File: config.mk
export PLATFORM = sky130hd
export DESIGN_NAME = alu_branch_execute_stage_unit_flat
export DESIGN_NICKNAME = d
export VERILOG_FILES = /design/src/hdl/abes_pkg.sv /design/src/hdl/abes_chan_if.sv /design/src/hdl/alu_branch_execute_stage_unit.sv /design/src/hdl/abes_exec.sv /design/src/hdl/abes_flags.sv /design/src/flat_wrapper.sv
export SDC_FILE = /design/constraint.sdc
export NUM_CORES = 2
export LEC_CHECK = 0
export BUFFER_PORTS_ARGS = -buffer_cell sky130_fd_sc_hd__buf_2
export CAP_MARGIN = 5
export CORE_ASPECT_RATIO = 0.7
export CORE_MARGIN = 1
export CORE_UTILIZATION = 35
export CTS_CLUSTER_DIAMETER = 120
export DETAILED_ROUTE_END_ITERATION = 6
export GPL_ROUTABILITY_DRIVEN = 0
export PLACE_DENSITY = 0.52
export SKIP_LAST_GASP = 1
export SLEW_MARGIN = 20
export SYNTH_ARGS = -nofsm -noshare
export SYNTH_HDL_FRONTEND = slang
export SYNTH_SLANG_ARGS = --single-unit
File: constraint.sdc
create_clock -name clk -period 11.6 [get_ports clk]
set_input_delay 1.16 -clock clk [delete_from_list [all_inputs] [get_ports clk]]
set_output_delay 1.16 -clock clk [all_outputs]
set_load 0.01 [all_outputs]
File: src/hdl/abes_pkg.sv
// package for the alu / branch execute stage
// word layouts, opcodes, stage record; unused by abes_chan_if; no dependencies
`timescale 1ns / 1ps

package abes_pkg;

	localparam int DATA_W  = 32;
	localparam int PC_W    = 16;
	localparam int IMM_W   = 16;
	localparam int CMD_W   = 5;
	localparam int SHAMT_W = $clog2(DATA_W);

	// opcodes
	localparam logic [CMD_W-1:0] CMD_ADD   = 5'b00000;
	localparam logic [CMD_W-1:0] CMD_ADD1  = 5'b00001;
	localparam logic [CMD_W-1:0] CMD_SUB   = 5'b00010;
	localparam logic [CMD_W-1:0] CMD_ZERO  = 5'b00011;
	localparam logic [CMD_W-1:0] CMD_XOR   = 5'b00100;
	localparam logic [CMD_W-1:0] CMD_OR    = 5'b00101;
	localparam logic [CMD_W-1:0] CMD_NOTA  = 5'b00110;
	localparam logic [CMD_W-1:0] CMD_AND   = 5'b00111;
	localparam logic [CMD_W-1:0] CMD_ASL   = 5'b01000;
	localparam logic [CMD_W-1:0] CMD_ASR   = 5'b01001;
	localparam logic [CMD_W-1:0] CMD_LSL   = 5'b01010;
	localparam logic [CMD_W-1:0] CMD_LSR   = 5'b01011;
	localparam logic [CMD_W-1:0] CMD_PASSA = 5'b01100;
	localparam logic [CMD_W-1:0] CMD_NOR   = 5'b01101;
	localparam logic [CMD_W-1:0] CMD_LCH   = 5'b01110;
	localparam logic [CMD_W-1:0] CMD_LCL   = 5'b01111;
	localparam logic [CMD_W-1:0] CMD_JAL   = 5'b10010;
	localparam logic [CMD_W-1:0] CMD_JR    = 5'b10011;
	localparam logic [CMD_W-1:0] CMD_BEQ   = 5'b10101;
	localparam logic [CMD_W-1:0] CMD_BNE   = 5'b10110;
	localparam logic [CMD_W-1:0] CMD_J     = 5'b10111;
	localparam logic [CMD_W-1:0] CMD_SUBI  = 5'b11000;
	localparam logic [CMD_W-1:0] CMD_BGE   = 5'b11001;
	localparam logic [CMD_W-1:0] CMD_BLE   = 5'b11010;
	localparam logic [CMD_W-1:0] CMD_BGT   = 5'b11100;
	localparam logic [CMD_W-1:0] CMD_BLT   = 5'b11101;
	localparam logic [CMD_W-1:0] CMD_NAND  = 5'b11110;
	localparam logic [CMD_W-1:0] CMD_MUL   = 5'b11111;

	// instruction word entering the stage
	typedef struct packed {
		logic [CMD_W-1:0]  cmd;
		logic [DATA_W-1:0] operand_a;
		logic [DATA_W-1:0] operand_b;
		logic [IMM_W-1:0]  immediate;
		logic              use_immediate;
		logic              is_branch;
		logic              is_jump;
		logic [PC_W-1:0]   current_pc;
	} in_word_t;

	// result word leaving the stage
	typedef struct packed {
		logic [DATA_W-1:0] alu_result;
		logic [PC_W-1:0]   next_pc;
		logic              zero_flag;
		logic              carry_flag;
		logic              overflow_flag;
		logic              negative_flag;
	} out_word_t;

	// execute record handed to the flag stage
	typedef struct packed {
		logic [DATA_W-1:0] result;
		logic [PC_W-1:0]   next_pc;
		logic              carry;
		logic              overflow;
		logic              is_mul;
		logic [DATA_W-1:0] prod_hi;
		logic [DATA_W-1:0] mul_corr;
	} exec_t;

endpackage

File: src/hdl/abes_chan_if.sv
// valid/ready channel carrying one word of a given type
// word type comes from abes_pkg at instantiation
`timescale 1ns / 1ps

interface abes_chan_if #(
	parameter type word_t = logic
);
	logic  valid;
	logic  ready;
	word_t data;

	modport source (output valid, output data, input ready);
	modport sink (input valid, input data, output ready);
endinterface

File: src/hdl/alu_branch_execute_stage_unit.sv
// alu / branch execute stage: an accepted word passes in order through the input register,
// the execute register and the result register before it is offered;
// one word per cycle sustained while the receiver takes results,
// each stage moves on as soon as the stage after it is empty or drains
// the multiplier sits between the input and execute registers
// reset clears the stage valid bits only; payload registers are not reset
`timescale 1ns / 1ps

module alu_branch_execute_stage_unit
	import abes_pkg::*;
(
	input logic         clk,
	input logic         arst_n,
	abes_chan_if.sink   inp,
	abes_chan_if.source res
);

	logic      v_s1, v_s2, v_s3;
	logic      en_s1, en_s2, en_s3;
	in_word_t  d_s1;
	exec_t     d_s2;
	out_word_t d_s3;
	exec_t     exe_c;
	out_word_t fin_c;

	// per-stage load enables
	assign en_s3     = ~v_s3 | res.ready;
	assign en_s2     = ~v_s2 | en_s3;
	assign en_s1     = ~v_s1 | en_s2;
	assign inp.ready = en_s1;

	// stage valid bits
	always_ff @(posedge clk or negedge arst_n) begin
		if (!arst_n) begin
			v_s1 <= 1'b0;
			v_s2 <= 1'b0;
			v_s3 <= 1'b0;
		end else begin
			if (en_s1) v_s1 <= inp.valid;
			if (en_s2) v_s2 <= v_s1;
			if (en_s3) v_s3 <= v_s2;
		end
	end

	// payload registers
	always_ff @(posedge clk) begin
		if (en_s1 && inp.valid) d_s1 <= inp.data;
		if (en_s2 && v_s1)      d_s2 <= exe_c;
		if (en_s3 && v_s2)      d_s3 <= fin_c;
	end

	abes_exec u_exec (
		.word (d_s1),
		.exe  (exe_c)
	);

	abes_flags u_flags (
		.exe  (d_s2),
		.word (fin_c)
	);

	assign res.valid = v_s3;
	assign res.data  = d_s3;

`ifndef SYNTHESIS
	// jump and link writes the old pc as result
	a_jal_link: assert property (@(posedge clk) disable iff (!arst_n)
		(v_s1 && en_s2 && d_s1.is_jump && d_s1.cmd == CMD_JAL) |=>
		(d_s2.result == {{(DATA_W-PC_W){1'b0}}, $past(d_s1.current_pc)}))
		else $error("jal result is not the old pc");

	// no jump and no branch leaves the pc unchanged
	a_pc_hold: assert property (@(posedge clk) disable iff (!arst_n)
		(v_s1 && en_s2 && !d_s1.is_jump && !d_s1.is_branch) |=>
		(d_s2.next_pc == $past(d_s1.current_pc)))
		else $error("pc changed without jump or branch");

	// an empty result register never blocks the input
	a_ready_empty: assert property (@(posedge clk) disable iff (!arst_n)
		!v_s3 |-> inp.ready)
		else $error("input stalled with empty result register");
`endif

endmodule

File: src/hdl/abes_exec.sv
// execute logic: alu, multiplier, branch and jump resolution
// depends on abes_pkg
`timescale 1ns / 1ps

module abes_exec
	import abes_pkg::*;
(
	input  in_word_t word,
	output exec_t    exe
);

	logic [DATA_W-1:0]   a;
	logic [DATA_W-1:0]   b;
	logic [DATA_W-1:0]   imm_x;
	logic [DATA_W-1:0]   r;
	logic [DATA_W-1:0]   res_x;
	logic [DATA_W:0]     sum;
	logic [DATA_W:0]     diff;
	logic [2*DATA_W-1:0] prod;
	logic [SHAMT_W-1:0]  sh;
	logic                big;
	logic                c;
	logic                v;
	logic                is_cmp;
	logic                take;
	logic [PC_W-1:0]     pc;

	// operand selection
	assign a     = word.operand_a;
	assign imm_x = {{(DATA_W-IMM_W){word.immediate[IMM_W-1]}}, word.immediate};
	assign b     = word.use_immediate ? imm_x : word.operand_b;

	// shared arithmetic
	assign sum  = {1'b0, a} + {1'b0, b};
	assign diff = {1'b0, a} - {1'b0, b};
	assign prod = {{DATA_W{1'b0}}, a} * {{DATA_W{1'b0}}, b};
	assign sh   = b[SHAMT_W-1:0];
	assign big  = |b[DATA_W-1:SHAMT_W];

	// alu result and arithmetic flags
	always_comb begin
		r = '0;
		c = 1'b0;
		v = 1'b0;
		case (word.cmd)
			CMD_ADD, CMD_ADD1: begin
				r = sum[DATA_W-1:0];
				c = sum[DATA_W];
				v = a[DATA_W-1] ~^ b[DATA_W-1] ? (a[DATA_W-1] ^ r[DATA_W-1]) : 1'b0;
			end
			CMD_SUB, CMD_SUBI, CMD_BEQ, CMD_BNE, CMD_BGT, CMD_BLT, CMD_BGE, CMD_BLE: begin
				r = diff[DATA_W-1:0];
				c = ~diff[DATA_W];
				v = (a[DATA_W-1] ^ b[DATA_W-1]) & (a[DATA_W-1] ^ r[DATA_W-1]);
			end
			CMD_ZERO:  r = '0;
			CMD_XOR:   r = a ^ b;
			CMD_OR:    r = a | b;
			CMD_NOTA:  r = ~a;
			CMD_AND:   r = a & b;
			CMD_ASL: begin
				r = big ? '0 : (a << sh);
				r[DATA_W-1] = a[DATA_W-1];
			end
			CMD_ASR:   r = big ? {DATA_W{a[DATA_W-1]}} : DATA_W'($signed(a) >>> sh);
			CMD_LSL:   r = big ? '0 : (a << sh);
			CMD_LSR:   r = big ? '0 : (a >> sh);
			CMD_PASSA: r = a;
			CMD_NOR:   r = ~(a | b);
			CMD_LCH:   r = b << IMM_W;
			CMD_LCL:   r = b;
			CMD_NAND:  r = ~(a & b);
			CMD_MUL:   r = prod[DATA_W-1:0];
			default:   r = '0;
		endcase
	end

	// signed compare for the conditional branches
	always_comb begin
		is_cmp = word.cmd inside {CMD_BEQ, CMD_BNE, CMD_BGT, CMD_BLT, CMD_BGE, CMD_BLE};
		case (word.cmd)
			CMD_BEQ: take = (a == b);
			CMD_BNE: take = (a != b);
			CMD_BGT: take = ($signed(a) > $signed(b));
			CMD_BLT: take = ($signed(a) < $signed(b));
			CMD_BGE: take = ($signed(a) >= $signed(b));
			CMD_BLE: take = ($signed(a) <= $signed(b));
			default: take = 1'b0;
		endcase
	end

	// next pc and jump-and-link result
	always_comb begin
		pc    = word.current_pc;
		res_x = r;
		if (word.is_jump) begin
			case (word.cmd)
				CMD_JAL: begin
					res_x = {{(DATA_W-PC_W){1'b0}}, word.current_pc};
					pc    = word.immediate[PC_W-1:0];
				end
				CMD_JR:  pc = a[PC_W-1:0];
				CMD_J:   pc = word.immediate[PC_W-1:0];
				default: pc = word.current_pc;
			endcase
		end
		if (word.is_branch && is_cmp && take) begin
			pc = word.current_pc + imm_x[PC_W-1:0];
		end
	end

	// hand-off record; mul flags are settled in the next stage
	assign exe.result   = res_x;
	assign exe.next_pc  = pc;
	assign exe.carry    = c;
	assign exe.overflow = v;
	assign exe.is_mul   = (word.cmd == CMD_MUL);
	assign exe.prod_hi  = prod[2*DATA_W-1:DATA_W];
	assign exe.mul_corr = (a[DATA_W-1] ? b : '0) + (b[DATA_W-1] ? a : '0);

endmodule

File: src/hdl/abes_flags.sv
// flag stage: multiply carry/overflow and result status flags
// depends on abes_pkg
`timescale 1ns / 1ps

module abes_flags
	import abes_pkg::*;
(
	input  exec_t     exe,
	output out_word_t word
);

	logic [DATA_W-1:0] hi_signed;

	// signed high half from the unsigned product
	assign hi_signed = exe.prod_hi - exe.mul_corr;

	always_comb begin
		word.alu_result    = exe.result;
		word.next_pc       = exe.next_pc;
		word.zero_flag     = (exe.result == '0);
		word.negative_flag = exe.result[DATA_W-1];
		if (exe.is_mul) begin
			word.carry_flag    = |exe.prod_hi;
			word.overflow_flag = (hi_signed != {DATA_W{exe.result[DATA_W-1]}});
		end else begin
			word.carry_flag    = exe.carry;
			word.overflow_flag = exe.overflow;
		end
	end

endmodule

File: src/flat_wrapper.sv
// flat-port wrapper written by rule: the top's interface ports become plain ports
module alu_branch_execute_stage_unit_flat import abes_pkg::*;
  (clk, arst_n, inp_valid, inp_data, inp_ready, res_valid, res_data, res_ready);
  abes_chan_if #(.word_t(in_word_t)) inp_i ();
  abes_chan_if #(.word_t(out_word_t)) res_i ();
  input logic clk;
  input logic arst_n;
  input wire logic [$bits(inp_i.valid)-1:0] inp_valid;
  input wire logic [$bits(inp_i.data)-1:0] inp_data;
  output wire logic [$bits(inp_i.ready)-1:0] inp_ready;
  output wire logic [$bits(res_i.valid)-1:0] res_valid;
  output wire logic [$bits(res_i.data)-1:0] res_data;
  input wire logic [$bits(res_i.ready)-1:0] res_ready;
  assign inp_i.valid = inp_valid;
  assign inp_i.data = inp_data;
  assign inp_ready = inp_i.ready;
  assign res_valid = res_i.valid;
  assign res_data = res_i.data;
  assign res_i.ready = res_ready;
  alu_branch_execute_stage_unit u_core (.clk(clk), .arst_n(arst_n), .inp(inp_i), .res(res_i));
endmodule
==> impl_metrics.ini <==
[setup_path]
endpoint_kind = flop
crit_fanout = 15
worstReg2RegEnd = u_core.d_s2[63]
critPathRequiredTime_ns = 12.00
critical_path_arrival_ns = 11.78
crit_path_start_kind = flop
slowest_delay_ns = 0.99
cp_common_cell = fa_1
rr_worst_depth = 28
rr_startpoint = u_core.d_s1[18]
worstSetupPathType = flop to flop
r2r_slack_ns = 0.22
crit_path_top_delay_cell = mux2i_2

[sta]
worst_slew_pin_slew_ns = 1.367
relSlewSlack_pct = 8.835
finClkSkew_ns = 0.02141
fmax_ghz = 0.08786
hold_violations = 0
finalSetupViolations = 0
rsz0062_at_grt = false
tns_ns = 0
drv_slew = 0
min_period_ns = 11.38
fin_crit_sh_pct = 98.12

[synthesis]
synth.largest_area_cell = fa_1
syn_inst = 6262
ys_top_cells_by_area = fa_1, edfxtp_1, ha_1
seq_area_frac_synth_pct = 14.86
synth_nets = 7707
synthDistinctLibCells = 115
yosysWarnings = 0
synth_flop_cell = edfxtp_1
avgSynthCellArea_um2 = 8.793
synthArstFlopShare_pct = 1.099
synth_top_area_share_pct = 32.76
synth-edff-count = 270
yosysMostFrequentCell = inv_1
synth.top_cells.by_count = inv_1, fa_1, nor2_1, nand2_1, ha_1
synth-seq-cells = 273
syn_area_mm2 = 0.05506

[drt]
drt_wl_total_um = 246000
drc = 50
antenna_left = 0
wl_per_cell_um = 29.38
firstDrtPassIters = 7
drt_iter0_drc = 6872
dr_total_vias = 49100
vias_per_cell = 5.862

[cts]
htreeDepth = 1
numCtsBuffers = 30
clk_pin_slew_ns = 0.07
post_cts_resized = 0
postCtsSetupBuffers = 0
root_buffer = clkbuf_16
cts.hold.buffers_added = 0
clk_latency_ns = 0.67
cts.path.max_buffers = 3
cts.sinks = 273
cts_tree = done

[global_routing]
grt_overflow_total = 0
grt_pass1_vias = 48330
gr-usage-all-layers_pct = 30.74
grt_max_degree = 74
grt_pass1_wl_um = 350300
antenna_found_initial = 19

[run_status]
violations = design-rule violations
status = complete, but fails checks

[layout]
drive_gt1_share_pct = 8.184
nNetsFinal = 7691
fillers = 15770
syn2layout_area_growth_pct = 8.012

[floorplanning]
ios = 162
fp.dieH_um = 333.9
die_area_mm2 = 0.1589
fp.dieW_um = 476.1
core_mm2 = 0.1558
fp-row-count = 121
floorplan.initialDensity_pct = 35.35

[hold_path]
hold_path.class = primary input to asynchronous set/reset pin

[place]
dp_hpwl_um = 190900
io_buffers = 161

[flow_run]
maxCapViolations = 0
[state kept, by name, summed over array words and instances (netlist names)]
signal / count
u_core.d_s1: 104
u_core.d_s2: 115
u_core.res.data: 51
u_core.res.valid: 1
u_core.v_s1: 1
u_core.v_s2: 1
[through the flow]
stage	worst slack (ns)	instances	instance area, µm²	hold slack, ns	util [%]
after global routing	0.3060	8361	59440	0.2678	38.16
final	0.2184	8375	59480	0.2835	38.18
after floorplan	2.412	6262	55060	0.4003	-
after CTS	0.7479	8359	59430	0.2538	38.15
after detailed placement	0.7902	8305	58470	0.4066	37.53
after global placement	0.8556	8305	58460	0.4065	37.53
[routing by layer]
metal | track usage (%) | wire (µm) | up-vias
li1 | - | - | 20340
met1 | 44.40 | 105600 | 24680
met2 | 38.69 | 89170 | 3525
met3 | 15.61 | 41500 | 529
met4 | 9.241 | 9232 | 22
met5 | 1.432 | 559 | -
[area by class of cell]
cell class                      count  area [µm²]  share of cell area, %
Tap cell                         2091        2616                  4.399
Multi-Input combinational cell   4528       41530                  69.83
Clock inverter                     17       181.4                 0.3050
Timing Repair Buffer              328        2072                  3.484
Clock buffer                       37       777.0                  1.306
Sequential cell                   273        8183                  13.76
Inverter                         1085        4073                  6.848
Antenna cell                       16       40.04                0.06732
[layout by cell type (no fill, tap or decap), drive strengths merged, types with 30 or more instances in the layout]
master | synthesis | final
a211oi | 46 | 46
a21o | 98 | 98
a21oi | 263 | 263
a31oi | 30 | 30
buf | 72 | 328
clkbuf | 304 | 37
edfxtp | 270 | 270
fa | 901 | 901
ha | 436 | 436
inv | 1071 | 1076
mux2i | 94 | 94
nand2 | 706 | 706
nand3 | 73 | 73
nand4 | 41 | 41
nor2 | 760 | 760
nor2b | 30 | 30
nor3 | 56 | 56
nor4 | 38 | 38
o211ai | 47 | 47
o21ai | 235 | 235
xnor2 | 86 | 86
xor2 | 43 | 43
[critical path, delay by kind of cell, from the launching register on]
kind | cells | cell delay (ns)
adder cells (fa/ha/maj) | 10 | 4.21
AO/OA/AOI/OAI | 9 | 3.62
buffers and inverters | 6 | 1.25
multiplexers | 1 | 0.99
flip-flops | 1 | 0.67
AND/OR/NAND/NOR | 2 | 0.32
[worst max path at each step]
stage / start / depth (start not counted) / end
after global placement: u_core.d_s1[18] / 28 / u_core.d_s2[63]
after global routing: u_core.d_s1[18] / 28 / u_core.d_s2[63]
after floorplan: u_core.d_s1[18] / 31 / u_core.d_s2[62]
after detailed placement: u_core.d_s1[18] / 28 / u_core.d_s2[63]
after CTS: u_core.d_s1[18] / 28 / u_core.d_s2[63]
final: u_core.d_s1[18] / 28 / u_core.d_s2[63]
[cell families after synthesis]
| group | after synthesis | share of synthesized area [%] |
|---|---|---|
| buffers and inverters | 1461 | 10.12 |
| AOI/OAI and AO/OA | 1091 | 13.51 |
| and+or+nand+nor | 1857 | 14.35 |
| xor gates and xnor gates | 129 | 2.052 |
| DFF | 273 | 14.86 |
| adders and majority gates | 1337 | 42.66 |
| muxes | 114 | 2.440 |
Power is left out: the tool's default activity adds up to more than one toggle a clock period on the data nets, which glitch-free logic cannot reach.
